[src/rtl/mpq_pkg.sv]
// Package for the min priority queue scan unit.
// Holds the shared widths, codes, state type and the controller/datapath structs.
// Depends on nothing; the RTL files refer to it by scoped names, the simulation files import it.
`default_nettype none

package mpq_pkg;

   // Default number of queue slots.
   localparam int DEPTH_DEFAULT = 8;

   // Fixed payload widths.
   localparam int VALUE_W = 32;
   localparam int OCC_W   = 4;

   // Request command codes.
   typedef enum logic [0:0] {
      CMD_INSERT = 1'b0,
      CMD_REMOVE = 1'b1
   } command_type;

   // Result status codes.
   typedef enum logic [1:0] {
      STATUS_DONE     = 2'd0,
      STATUS_OVERFLOW = 2'd1,
      STATUS_EMPTY    = 2'd2
   } status_type;

   // Controller states.
   typedef enum logic [1:0] {
      ST_IDLE,
      ST_EXEC,
      ST_SCAN,
      ST_SHIFT
   } state_type;

   // Commands from the controller to the datapath.
   typedef struct packed {
      logic       load_req;
      logic       insert_write;
      logic       scan_init;
      logic       scan_run;
      logic       shift_run;
      logic       finish_remove;
      logic       load_result;
      status_type result_status;
   } ctrl_cmd_type;

   // Status from the datapath to the controller.
   typedef struct packed {
      logic op_remove;
      logic full;
      logic empty;
      logic scan_done;
      logic shift_done;
   } dp_stat_type;

endpackage

`default_nettype wire

[src/rtl/mpq_ifs.sv]
// Channel interfaces of the min priority queue scan unit.
// Request and result channels, each with valid/ready and payload; uses mpq_pkg.
`default_nettype none

interface mpq_req_if;
   logic                                valid;
   logic                                ready;
   mpq_pkg::command_type                command;
   logic signed [mpq_pkg::VALUE_W-1:0]  value;

   modport source (output valid, output command, output value, input ready);
   modport sink   (input valid, input command, input value, output ready);
endinterface

interface mpq_rsp_if;
   logic                                valid;
   logic                                ready;
   mpq_pkg::status_type                 status;
   logic signed [mpq_pkg::VALUE_W-1:0]  removed_value;
   logic [mpq_pkg::OCC_W-1:0]           occupancy;

   modport source (output valid, output status, output removed_value, output occupancy,
                   input ready);
   modport sink   (input valid, input status, input removed_value, input occupancy,
                   output ready);
endinterface

`default_nettype wire

[src/rtl/mpq_ctrl.sv]
// Controller state machine of the min priority queue scan unit.
// Sequences insert, scan and shift and owns the result valid flag; uses mpq_pkg.
`default_nettype none

module mpq_ctrl (
   input  wire                   clock,
   input  wire                   reset,
   input  wire                   req_valid,
   output logic                  req_ready,
   output logic                  rsp_valid,
   input  wire                   rsp_ready,
   input  mpq_pkg::dp_stat_type  stat,
   output mpq_pkg::ctrl_cmd_type cmd
);

   mpq_pkg::state_type state_ff;
   mpq_pkg::state_type state_in;
   logic               rsp_valid_ff;
   logic               rsp_valid_in;
   logic               rsp_free;

   // The result slot can take a new result when empty or being drained now.
   assign rsp_free = !rsp_valid_ff || rsp_ready;

   // Next state.
   always_comb begin
      state_in = state_ff;
      unique case (state_ff)
         mpq_pkg::ST_IDLE: begin
            if (req_valid) begin
               state_in = mpq_pkg::ST_EXEC;
            end
         end
         mpq_pkg::ST_EXEC: begin
            if (stat.op_remove && !stat.empty) begin
               state_in = mpq_pkg::ST_SCAN;
            end else if (rsp_free) begin
               state_in = mpq_pkg::ST_IDLE;
            end
         end
         mpq_pkg::ST_SCAN: begin
            if (stat.scan_done) begin
               state_in = mpq_pkg::ST_SHIFT;
            end
         end
         mpq_pkg::ST_SHIFT: begin
            if (stat.shift_done && rsp_free) begin
               state_in = mpq_pkg::ST_IDLE;
            end
         end
         default: begin
            state_in = mpq_pkg::ST_IDLE;
         end
      endcase
   end

   // Outputs to the datapath and the request channel.
   always_comb begin
      cmd       = '0;
      cmd.result_status = mpq_pkg::STATUS_DONE;
      req_ready = 1'b0;
      unique case (state_ff)
         mpq_pkg::ST_IDLE: begin
            req_ready    = 1'b1;
            cmd.load_req = req_valid;
         end
         mpq_pkg::ST_EXEC: begin
            if (stat.op_remove && !stat.empty) begin
               cmd.scan_init = 1'b1;
            end else if (rsp_free) begin
               cmd.load_result = 1'b1;
               if (stat.op_remove) begin
                  cmd.result_status = mpq_pkg::STATUS_EMPTY;
               end else if (stat.full) begin
                  cmd.result_status = mpq_pkg::STATUS_OVERFLOW;
               end else begin
                  cmd.insert_write  = 1'b1;
               end
            end
         end
         mpq_pkg::ST_SCAN: begin
            cmd.scan_run = 1'b1;
         end
         mpq_pkg::ST_SHIFT: begin
            cmd.shift_run = 1'b1;
            if (stat.shift_done && rsp_free) begin
               cmd.load_result   = 1'b1;
               cmd.finish_remove = 1'b1;
            end
         end
         default: begin
            cmd = '0;
         end
      endcase
   end

   // Result valid flag: set on a new result, cleared when the transaction completes.
   always_comb begin
      if (cmd.load_result) begin
         rsp_valid_in = 1'b1;
      end else if (rsp_ready) begin
         rsp_valid_in = 1'b0;
      end else begin
         rsp_valid_in = rsp_valid_ff;
      end
   end

   always_ff @(posedge clock) begin
      if (reset) begin
         state_ff     <= mpq_pkg::ST_IDLE;
         rsp_valid_ff <= 1'b0;
      end else begin
         state_ff     <= state_in;
         rsp_valid_ff <= rsp_valid_in;
      end
   end

   assign rsp_valid = rsp_valid_ff;

endmodule

`default_nettype wire

[src/rtl/mpq_datapath.sv]
// Datapath of the min priority queue scan unit.
// Entry memory, fill count, scan/shift address counter, minimum tracking and
// result registers; driven by mpq_ctrl through mpq_pkg structs.
`default_nettype none

module mpq_datapath #(
   parameter int DEPTH = mpq_pkg::DEPTH_DEFAULT
) (
   input  wire                                 clock,
   input  wire                                 reset,
   input  mpq_pkg::ctrl_cmd_type               cmd,
   input  mpq_pkg::command_type                req_command,
   input  wire signed [mpq_pkg::VALUE_W-1:0]   req_value,
   output mpq_pkg::dp_stat_type                stat,
   output mpq_pkg::status_type                 rsp_status,
   output logic signed [mpq_pkg::VALUE_W-1:0]  rsp_removed_value,
   output logic [mpq_pkg::OCC_W-1:0]           rsp_occupancy
);

   localparam int IDX_W = $clog2(DEPTH);
   localparam int CNT_W = $clog2(DEPTH + 1);

   // Entry memory: one write and one registered read per cycle.
   logic signed [mpq_pkg::VALUE_W-1:0] entries_ff [DEPTH];
   logic signed [mpq_pkg::VALUE_W-1:0] rd_data_ff;
   logic [IDX_W-1:0]                   rd_tag_ff;
   logic                               rd_vld_ff;
   logic                               rd_vld_in;
   logic                               rd_en;
   logic                               wr_en;
   logic [IDX_W-1:0]                   wr_addr;
   logic signed [mpq_pkg::VALUE_W-1:0] wr_data;

   // Captured request.
   mpq_pkg::command_type               op_ff;
   logic signed [mpq_pkg::VALUE_W-1:0] value_ff;

   // Counters and scan result.
   logic [CNT_W-1:0]                   fill_ff;
   logic [CNT_W-1:0]                   fill_in;
   logic [CNT_W-1:0]                   issue_ff;
   logic [CNT_W-1:0]                   issue_in;
   logic signed [mpq_pkg::VALUE_W-1:0] best_ff;
   logic signed [mpq_pkg::VALUE_W-1:0] best_in;
   logic [IDX_W-1:0]                   pos_ff;
   logic [IDX_W-1:0]                   pos_in;
   logic                               more_to_read;
   logic                               last_tag;

   // Result registers.
   mpq_pkg::status_type                res_status_ff;
   logic signed [mpq_pkg::VALUE_W-1:0] res_removed_ff;
   logic [mpq_pkg::OCC_W-1:0]          res_occ_ff;

   assign more_to_read = issue_ff < fill_ff;
   assign last_tag     = CNT_W'(rd_tag_ff) == (fill_ff - CNT_W'(1));
   assign rd_en        = (cmd.scan_run || cmd.shift_run) && more_to_read;
   assign rd_vld_in    = rd_en;

   // Status toward the controller.
   always_comb begin
      stat.op_remove  = op_ff == mpq_pkg::CMD_REMOVE;
      stat.full       = fill_ff == CNT_W'(DEPTH);
      stat.empty      = fill_ff == '0;
      stat.scan_done  = rd_vld_ff && last_tag;
      stat.shift_done = !more_to_read && !rd_vld_ff;
   end

   // Fill count update.
   always_comb begin
      fill_in = fill_ff;
      if (cmd.insert_write) begin
         fill_in = fill_ff + CNT_W'(1);
      end else if (cmd.finish_remove) begin
         fill_in = fill_ff - CNT_W'(1);
      end
   end

   // Running minimum; strict compare keeps the earliest of equal values.
   always_comb begin
      best_in = best_ff;
      pos_in  = pos_ff;
      if (cmd.scan_run && rd_vld_ff) begin
         if ((rd_tag_ff == '0) || (rd_data_ff < best_ff)) begin
            best_in = rd_data_ff;
            pos_in  = rd_tag_ff;
         end
      end
   end

   // Read address counter. After the scan it restarts just past the minimum.
   always_comb begin
      issue_in = issue_ff;
      if (cmd.scan_init) begin
         issue_in = '0;
      end else if (cmd.scan_run && stat.scan_done) begin
         issue_in = CNT_W'(pos_in) + CNT_W'(1);
      end else if (rd_en) begin
         issue_in = issue_ff + CNT_W'(1);
      end
   end

   // Write port: an insert appends; a shift moves an entry down one slot.
   always_comb begin
      wr_en   = 1'b0;
      wr_addr = fill_ff[IDX_W-1:0];
      wr_data = value_ff;
      if (cmd.insert_write) begin
         wr_en = 1'b1;
      end else if (cmd.shift_run && rd_vld_ff) begin
         wr_en   = 1'b1;
         wr_addr = rd_tag_ff - IDX_W'(1);
         wr_data = rd_data_ff;
      end
   end

   // Memory array.
   always_ff @(posedge clock) begin
      if (wr_en) begin
         entries_ff[wr_addr] <= wr_data;
      end
      if (rd_en) begin
         rd_data_ff <= entries_ff[issue_ff[IDX_W-1:0]];
         rd_tag_ff  <= issue_ff[IDX_W-1:0];
      end
   end

   // Control registers.
   always_ff @(posedge clock) begin
      if (reset) begin
         fill_ff   <= '0;
         issue_ff  <= '0;
         rd_vld_ff <= 1'b0;
      end else begin
         fill_ff   <= fill_in;
         issue_ff  <= issue_in;
         rd_vld_ff <= rd_vld_in;
      end
   end

   // Payload registers.
   always_ff @(posedge clock) begin
      if (cmd.load_req) begin
         op_ff    <= req_command;
         value_ff <= req_value;
      end
      best_ff <= best_in;
      pos_ff  <= pos_in;
      if (cmd.load_result) begin
         res_status_ff <= cmd.result_status;
         if ((cmd.result_status == mpq_pkg::STATUS_DONE) && stat.op_remove) begin
            res_removed_ff <= best_ff;
         end else begin
            res_removed_ff <= '0;
         end
         res_occ_ff <= mpq_pkg::OCC_W'(fill_in);
      end
   end

   assign rsp_status        = res_status_ff;
   assign rsp_removed_value = res_removed_ff;
   assign rsp_occupancy     = res_occ_ff;

endmodule

`default_nettype wire

[src/rtl/min_priority_queue_scan_unit.sv]
// Top level of the min priority queue scan unit.
// Joins mpq_ctrl and mpq_datapath to the request and result interfaces of mpq_ifs.sv.
// An ascending priority queue of DEPTH signed 32-bit values in a single-port-read
// memory. An insert appends the value. A remove on a queue of n entries reads all n
// entries through the memory read port to find the minimum (earliest on ties), then
// streams the entries after slot p of the minimum down by one.
// One transaction is in work at a time; a result waits in an output register so
// the next request is taken while the previous result has not yet been collected.
// The occupancy field reports the count after the step, masked to four bits.
// The entry memory has no reset and needs no clearing pass.
`default_nettype none

module min_priority_queue_scan_unit #(
   parameter int DEPTH = mpq_pkg::DEPTH_DEFAULT
) (
   input  wire         clock,
   input  wire         reset,
   mpq_req_if.sink     req_chan,
   mpq_rsp_if.source   rsp_chan
);

   mpq_pkg::ctrl_cmd_type cmd;
   mpq_pkg::dp_stat_type  stat;

   // Sequencer.
   mpq_ctrl u_ctrl (
      .clock     (clock),
      .reset     (reset),
      .req_valid (req_chan.valid),
      .req_ready (req_chan.ready),
      .rsp_valid (rsp_chan.valid),
      .rsp_ready (rsp_chan.ready),
      .stat      (stat),
      .cmd       (cmd)
   );

   // Storage and compare.
   mpq_datapath #(
      .DEPTH (DEPTH)
   ) u_datapath (
      .clock             (clock),
      .reset             (reset),
      .cmd               (cmd),
      .req_command       (req_chan.command),
      .req_value         (req_chan.value),
      .stat              (stat),
      .rsp_status        (rsp_chan.status),
      .rsp_removed_value (rsp_chan.removed_value),
      .rsp_occupancy     (rsp_chan.occupancy)
   );

`ifndef NO_ASSERTIONS
   // A new result never overwrites one that has not been collected.
   assert property (@(posedge clock) disable iff (reset)
      cmd.load_result |-> (!rsp_chan.valid || rsp_chan.ready))
      else $error("result loaded over a pending result");

   // An insert is never written into a full queue.
   assert property (@(posedge clock) disable iff (reset)
      cmd.insert_write |-> !stat.full)
      else $error("insert written into a full queue");

   // An overflow result reports a full queue.
   assert property (@(posedge clock) disable iff (reset)
      (rsp_chan.valid && (rsp_chan.status == mpq_pkg::STATUS_OVERFLOW)) |->
         (rsp_chan.occupancy == mpq_pkg::OCC_W'(DEPTH)))
      else $error("overflow reported with a queue that is not full");

   // An empty result reports zero occupancy and no removed value.
   assert property (@(posedge clock) disable iff (reset)
      (rsp_chan.valid && (rsp_chan.status == mpq_pkg::STATUS_EMPTY)) |->
         ((rsp_chan.occupancy == '0) && (rsp_chan.removed_value == '0)))
      else $error("empty reported with stored entries or a removed value");
`endif

endmodule

`default_nettype wire

[src/flat_wrapper.sv]
// flat-port wrapper written by rule: the top's interface ports become plain ports
module min_priority_queue_scan_unit_flat 
#(
   parameter int DEPTH = mpq_pkg::DEPTH_DEFAULT
)
  (clock, reset, req_chan_valid, req_chan_command, req_chan_value, req_chan_ready, rsp_chan_valid, rsp_chan_status, rsp_chan_removed_value, rsp_chan_occupancy, rsp_chan_ready);
  mpq_req_if req_chan_i ();
  mpq_rsp_if rsp_chan_i ();
  input  wire clock;
  input  wire reset;
  input wire logic [$bits(req_chan_i.valid)-1:0] req_chan_valid;
  input wire logic [$bits(req_chan_i.command)-1:0] req_chan_command;
  input wire logic [$bits(req_chan_i.value)-1:0] req_chan_value;
  output wire logic [$bits(req_chan_i.ready)-1:0] req_chan_ready;
  output wire logic [$bits(rsp_chan_i.valid)-1:0] rsp_chan_valid;
  output wire logic [$bits(rsp_chan_i.status)-1:0] rsp_chan_status;
  output wire logic [$bits(rsp_chan_i.removed_value)-1:0] rsp_chan_removed_value;
  output wire logic [$bits(rsp_chan_i.occupancy)-1:0] rsp_chan_occupancy;
  input wire logic [$bits(rsp_chan_i.ready)-1:0] rsp_chan_ready;
  assign req_chan_i.valid = req_chan_valid;
  assign req_chan_i.command = req_chan_command;
  assign req_chan_i.value = req_chan_value;
  assign req_chan_ready = req_chan_i.ready;
  assign rsp_chan_valid = rsp_chan_i.valid;
  assign rsp_chan_status = rsp_chan_i.status;
  assign rsp_chan_removed_value = rsp_chan_i.removed_value;
  assign rsp_chan_occupancy = rsp_chan_i.occupancy;
  assign rsp_chan_i.ready = rsp_chan_ready;
  min_priority_queue_scan_unit #(.DEPTH(DEPTH)) u_core (.clock(clock), .reset(reset), .req_chan(req_chan_i), .rsp_chan(rsp_chan_i));
endmodule
[config.mk]
export PLATFORM = sky130hd
export DESIGN_NAME = min_priority_queue_scan_unit_flat
export DESIGN_NICKNAME = d
export VERILOG_FILES = /design/src/rtl/mpq_pkg.sv /design/src/rtl/mpq_ifs.sv /design/src/rtl/mpq_ctrl.sv /design/src/rtl/mpq_datapath.sv /design/src/rtl/min_priority_queue_scan_unit.sv /design/src/flat_wrapper.sv
export SDC_FILE = /design/constraint.sdc
export NUM_CORES = 1
export LEC_CHECK = 0
export BUFFER_PORTS_ARGS = -buffer_cell sky130_fd_sc_hd__buf_2
export CORE_ASPECT_RATIO = 1.25
export CORE_MARGIN = 2
export CORE_UTILIZATION = 30
export DETAILED_ROUTE_END_ITERATION = 6
export PLACE_DENSITY = 0.55
export SETUP_SLACK_MARGIN = 0.3
export SYNTH_ARGS = -nofsm -noshare
export SYNTH_HDL_FRONTEND = slang
export SYNTH_SLANG_ARGS = --single-unit
[constraint.sdc]
create_clock -name clock -period 5.55 [get_ports clock]
set_clock_uncertainty 0.1 [all_clocks]
set_input_delay 1.11 -clock clock [delete_from_list [all_inputs] [get_ports clock]]
set_output_delay 1.11 -clock clock [all_outputs]
set_load 0.02 [all_outputs]
==> results of run 1 <==
synthesized netlist by cell type (4+ instances only):
cell	number	area, um^2
a31oi_1	7	43.8
a211oi_1	5	37.5
nand3_1	6	30.0
ha_1	39	488
buf_2	5	25.0
nand2_1	125	469
o21ai_0	12	60.1
inv_1	46	173
dfxtp_1	15	300
a22oi_1	4	30.0
xnor2_1	8	70.1
a21oi_1	22	110
nor3_1	38	190
mux4_2	64	1440
xor2_1	4	35.0
mux2_2	33	372
nand4_1	6	37.5
clkbuf_1	29	109
and2_1	6	37.5
edfxtp_1	394	11800
nor2b_1	8	50.1
buf_1	5	18.8
nor2_1	31	116
state kept, by name (all words and copies together), names as in the netlist, 4 cells and up, named ones only:
register	flops
u_core.u_datapath.value_ff	32
u_core.u_datapath.fill_ff	4
u_core.u_datapath.best_ff	32
u_core.u_datapath.rd_data_ff	32
u_core.u_datapath.rsp_removed_value	32
u_core.u_datapath.issue_ff	4
u_core.u_datapath.rsp_occupancy	4
u_core.u_datapath.entries_ff	256
logic make-up (layout without fill, tap and decap cells):
group | count (synthesis) | after routing | synth area share (%)
flops | 409 | 409 | 74.0
simple gates | 236 | 236 | 6.46
mux | 98 | 98 | 11.1
buf+inv | 86 | 219 | 2.01
compound gates | 70 | 70 | 2.78
fa+ha+maj | 39 | 39 | 2.98
xor+xnor | 12 | 12 | 0.641
worst max-delay path: cells and delay by family, from the launching register on:
family,cells,cell delay [ps]
xor gates and xnor gates,1,120
muxes,1,270
adders and majority gates,2,520
DFF,1,410
and+or+nand+nor,3,510
AOI/OAI and AO/OA,7,1760
through the flow:
stage	hold slack (ps)	area, um^2	worst slack, ps	utilization, %
after global routing	403	19300	1450	35.9
after floorplan	303	16400	890	-
after detailed placement	372	17800	1660	33.0
final	387	19300	1750	35.9
after CTS	389	19300	1630	35.9
after global placement	365	17800	1700	33.0
worst paths after layout:
kind	slack [ps]	from	to
worst min register to register	390	u_core.u_datapath.rd_data_ff[2]$_DFFE_PP_	u_core.u_datapath.best_ff[2]$_DFFE_PP_
worst min-delay path	390	u_core.u_datapath.rd_data_ff[2]$_DFFE_PP_	u_core.u_datapath.best_ff[2]$_DFFE_PP_
worst max-delay path	1750	u_core.u_datapath.rd_data_ff[2]$_DFFE_PP_	u_core.u_datapath.issue_ff[2]$_SDFFE_PP0P_
worst max register to register	1750	u_core.u_datapath.rd_data_ff[2]$_DFFE_PP_	u_core.u_datapath.issue_ff[2]$_SDFFE_PP0P_
final cells by class:
type	count	area (um^2)	share of cell area (%)
Multi-Input combinational cell	455	4020	20.8
Tap cell	727	910	4.71
Sequential cell	409	12100	62.9
Clock buffer	54	1180	6.12
Timing Repair Buffer	95	523	2.71
Inverter	47	176	0.914
Clock inverter	23	357	1.85
layer usage:
metal / routed length (um) / part of all wire (%)
met1: 15500 / 43
met2: 18200 / 50
met3: 1680 / 4.6
met4: 917 / 2.5
met5: 0 / 0
power by group through the flow:
stage / clock network [W] / logic [W] / registers [W]
2_1_floorplan: 0 / 0.000117 / 0.00357
3_3_place_gp: 0 / 0.000244 / 0.00355
3_5_place_dp: 0 / 0.000247 / 0.00355
4_1_cts: 0.00322 / 0.000248 / 0.00348
5_1_grt: 0.00333 / 0.000265 / 0.00348
6_report: 0.00314 / 0.000239 / 0.00348
==> run_results.csv, run 1 <==
group,metric,value,unit
status,status,"complete, no violations",
final_layout,final_nets,1128,
final_layout,fillers,5017,
global_routing,grt_antenna_before_repair,0,
synth,syn_avg_cell_area,17.3,um^2
final_layout,drive_gt1_share,25.6,%
detailed_routing,dr.pass1.iters,5,
power_and_ir_drop,finalPower,0.00685,W
detailed_routing,drt-initial-drc-count,555,
cts,numClockSinks,409,
power_and_ir_drop,peakVddDrop,216,uV
worst_setup_path,cp_cell_sequence,"ha_1 > nand2_1 > o21ai_0 > a21oi_1 > o31ai_1 > a211o_1 > o21ai_1 > or3_4 > mux2_2 > ha_1 > nand2_1 > xnor2_1 > o21ai_0 > a211oi_1",
cts,clk_latency,570,ps
cts,hold_buffers,0,
worst_setup_path,required,5920,ps
sta,max_slew_margin,31.4,%
sta,setup_viol,0,
final_layout,area_delta_synth_final,17.8,%
sta,post-route-period-util,68.5,%
synth,yosys_warnings,0,
detailed_routing,finalWirelength,36200,um
worst_setup_path,worstRegToRegCells,14,
global_routing,track_usage,13.2,%
cts,clockBufferDepth,3,
worst_setup_path,cp_max_fo,3,
sta,report.final.slew_viol_count,0,
worst_setup_path,cp.arrival,4170,ps
placement,dpl.hpwl,22500,um
worst_hold_path,min_delay_path_depth,0,
global_routing,grt_max_degree,69,
global_routing,grt_pass1_wl,55500,um
placement,gp_congestion,0.752,
power_and_ir_drop,power.switching,0.00139,W
sta,rsz0062_at_grt,"false",
power_and_ir_drop,powerDensity,355,nW/um^2
power_and_ir_drop,intPower,0.00546,W
synth,postSynthRegisterBits,409,
cts,cts_made_buffers,44,
sta,final.setup.tns,0,ps
worst_hold_path,hp-class,"flop to flop",
cts,cts_resized,0,
power_and_ir_drop,clkPwrFrac,45.7,%
synth,async_flop_share,0,%
synth,synth-edff-count,394,
worst_setup_path,max_stage_delay,800,ps
final_layout,diodes,0,
worst_setup_path,crit_path_end_kind,"flop",
die,dieArea,56500,um^2
cts,cts_max_level,2,
die,core_region_area,53800,um^2
synth,synth_cell_types,53,
sta,worstMarginPinSlew,1030,ps
synth,synthFlopType,"edfxtp_1",
power_and_ir_drop,p_comb_share,3.5,%
synth,synth_fp_nets,1026,
detailed_routing,dr_total_vias,8464,
placement,dpl.cell_count,1733,
die,start_util,30.4,%
global_routing,grt_pass1_vias,9094,
detailed_routing,final_antenna_net_count,0,
global_routing,gr-usage-met1,16.7,%
global_routing,grt_overflow,0,
cts,cts_tree,"built",
sta,hold_violations,0,
die,die-width,213,um
worst_setup_path,critPathSlowestCell,"o31ai_1",
worst_setup_path,critPathKind,"flop to flop",
cts,root_buffer,"clkbuf_16",
synth,syn-instance-count,950,
sta,fmax,0.263,GHz
die,ios,77,
power_and_ir_drop,switching_share,20.3,%
final_layout,most-common-layout-cells,"394 x edfxtp_1, 125 x nand2_1, 76 x buf_2",
cts,path_clk_slew,60,ps
flow_run,max_cap_violations,0,
power_and_ir_drop,p_leak,6.53,nW
detailed_routing,drc,0,
detailed_routing,wl_per_cell,20.0,um
synth,yosysSeqAreaShare,74.0,%
final_layout,final_common_cell,"edfxtp_1",
global_routing,grt.met3_usage,2.67,%
final_layout,final_cells,1810,
detailed_routing,routed_via_density,4.68,
die,fp-row-count,95,
cts,cts_setup_buffers,0,
synth,netlist_area,16400,um^2
worst_setup_path,critPathLaunchType,"flop",
sta,fin_crit,3800,ps
power_and_ir_drop,pwr-share-seq,50.8,%
global_routing,busiest_layer,"met2",
placement,io_buffers,76,
die,die_h,265,um
global_routing,grt_use_met2,22.4,%
Note: power is estimated with default switching activity, not from simulation.
==> run 2, diff against run 1 <==
==> constraint.sdc (replaced) <==
create_clock -name clock -period 3.8 [get_ports clock]
set_clock_uncertainty 0.1 [all_clocks]
set_input_delay 0.76 -clock clock [delete_from_list [all_inputs] [get_ports clock]]
set_output_delay 0.76 -clock clock [all_outputs]
set_load 0.02 [all_outputs]
==> run_results.csv, run 2 (synthesized netlist as in run 1, its figures left out) <==
group,metric,value,unit
cts,path_clk_slew,60,ps
sta,setup_viol,0,
die,die_h,265,um
cts,root_buffer,"clkbuf_16",
worst_setup_path,r2r_slack,450,ps
worst_setup_path,critPathKind,"flop to flop",
global_routing,grt_max_degree,69,
die,ios,77,
sta,report.final.slew_viol_count,0,
worst_hold_path,hp-class,"input pin to flop",
final_layout,area_delta_synth_final,17.5,%
detailed_routing,drt-initial-drc-count,728,
global_routing,grt_pass1_wl,54700,um
power_and_ir_drop,intPower,0.00733,W
worst_setup_path,max_stage_delay,450,ps
detailed_routing,dr.pass1.iters,5,
power_and_ir_drop,p_leak,6.50,nW
global_routing,grt_overflow,0,
sta,fin_crit,3350,ps
power_and_ir_drop,pwr-share-seq,54.9,%
status,status,"complete, no violations",
final_layout,final_common_cell,"edfxtp_1",
worst_setup_path,crit_path_end_kind,"flop",
final_layout,diodes,0,
sta,rsz0062_at_grt,"false",
cts,clk_latency,550,ps
die,core_region_area,53800,um^2
global_routing,track_usage,13.0,%
placement,gp_congestion,0.762,
sta,hold_violations,0,
flow_run,max_cap_violations,0,
detailed_routing,drc,0,
final_layout,most-common-layout-cells,"394 x edfxtp_1, 124 x nand2_1, 76 x buf_2",
placement,io_buffers,76,
final_layout,drive_gt1_share,26.7,%
power_and_ir_drop,p_comb_share,3.9,%
cts,cts_tree,"built",
power_and_ir_drop,clkPwrFrac,41.2,%
cts,clockBufferDepth,3,
detailed_routing,final_antenna_net_count,0,
detailed_routing,finalWirelength,36300,um
die,dieArea,56500,um^2
final_layout,final_area,19300,um^2
worst_setup_path,cp_max_fo,7,
sta,fmax,0.298,GHz
detailed_routing,dr_total_vias,8452,
worst_setup_path,cp.arrival,3710,ps
final_layout,fillers,5010,
detailed_routing,wl_per_cell,20.0,um
worst_setup_path,cp_cell_sequence,"ha_4 > nand4_2 > nor4_4 > a22oi_2 > nand3_2 > buf_4 > nor3_1 > or3_4 > mux2_2 > ha_1 > nand2_1 > xnor2_1 > o21ai_0 > a211oi_1",
power_and_ir_drop,switching_share,20.9,%
sta,worstMarginPinSlew,1160,ps
global_routing,grt_pass1_vias,8881,
cts,cts_made_buffers,41,
cts,cts_max_level,2,
final_layout,final_nets,1135,
global_routing,grt_antenna_before_repair,0,
detailed_routing,routed_via_density,4.66,
final_layout,largest_reg_flops,256,
cts,hold_buffers,0,
sta,final.setup.tns,0,ps
worst_setup_path,critPathLaunchType,"flop",
power_and_ir_drop,peakVddDrop,280,uV
die,die-width,213,um
die,start_util,30.4,%
die,fp-row-count,95,
worst_setup_path,required,4160,ps
sta,max_slew_margin,23.0,%
placement,dpl_cell_area,17900,um^2
final_layout,largest-register,"u_core.u_datapath.entries_ff",
sta,post-route-period-util,88.2,%
power_and_ir_drop,power.switching,0.00193,W
worst_setup_path,critPathSlowestCell,"edfxtp_1",
power_and_ir_drop,powerDensity,481,nW/um^2
cts,numClockSinks,409,
placement,dpl.hpwl,21900,um
==> run 2: changes by cell type in the layout (fill, tap and decap cells not counted), moves of 3 or more <==
cell | before | now
buf_12 | 0 | 7
bufinv_16 | 9 | 2
clkinv_2 | 3 | 10
clkbuf_16 | 46 | 42
buf_4 | 19 | 22
==> run 2: cell type report <==
class,count,area (um^2),share of cell area (%)
Sequential cell,409,12100,63.0
Multi-Input combinational cell,455,4100,21.3
Clock buffer,51,1080,5.63
Tap cell,727,910,4.72
Timing Repair Buffer,105,686,3.56
Inverter,47,176,0.916
Clock inverter,21,170,0.883
==> run 2: power by group through the flow <==
stage | Clock, W | Sequential (W) | Combinational (W)
global route | 0.00408 | 0.00509 | 0.000397
detailed placement | 0 | 0.00518 | 0.000371
global placement | 0 | 0.00518 | 0.000364
finish | 0.00382 | 0.00508 | 0.000362
floorplan | 0 | 0.00521 | 0.000171
CTS | 0.00392 | 0.00508 | 0.000372
==> run 2: layer usage <==
layer  share of wire [%]  GRT usage (%)  vias to the layer above
li1                    -              -                     3868
met3                 3.7           1.85                       57
met4                 2.7           4.67                        0
met5                   0              0                        -
met1                  42           16.0                     4365
met2                  52           23.3                      162
==> run 2: critical path: cells and delay by family (launching register included) <==
| family | cells | cell delay (ps) |
|---|---|---|
| buffers and inverters | 1 | 160 |
| multiplexers | 1 | 270 |
| adder cells (fa/ha/maj) | 2 | 510 |
| flip-flops | 1 | 450 |
| AND/OR/NAND/NOR | 6 | 1230 |
| AO/OA/AOI/OAI | 3 | 440 |
| XOR/XNOR | 1 | 110 |
==> run 2: through the flow <==
step	hold WS (ps)	total power [W]	std cells	setup WS (ps)	util, %
2_1_floorplan	303	0.00538	950	378	-
3_3_place_gp	366	0.00554	1739	399	33.2
6_report	287	0.00926	1815	448	35.8
3_5_place_dp	367	0.00555	1739	382	33.2
4_1_cts	269	0.00937	1811	364	35.6
5_1_grt	272	0.00956	1815	274	35.8
==> run 2: worst paths after layout <==
| path | depth (start not counted) | start | endpoint |
|---|---|---|---|
| setup / recovery | 14 | u_core.u_datapath.rd_data_ff[31]$_DFFE_PP_ | u_core.u_datapath.issue_ff[2]$_SDFFE_PP0P_ |
| setup reg to reg | 14 | u_core.u_datapath.rd_data_ff[31]$_DFFE_PP_ | u_core.u_datapath.issue_ff[2]$_SDFFE_PP0P_ |
| hold / removal | 1 | req_chan_value[5] | u_core.u_datapath.value_ff[5]$_DFFE_PP_ |
| hold reg to reg | 0 | u_core.u_datapath.rd_data_ff[30]$_DFFE_PP_ | u_core.u_datapath.best_ff[30]$_DFFE_PP_ |
==> run 2: what timing repair did <==
| action | 4_1_cts | 5_1_grt |
|---|---|---|
| endpoints found under the setup margin | 0 | 1 |
| gates resized for setup | 0 | 12 |
| buffers inserted | 0 | 4 |
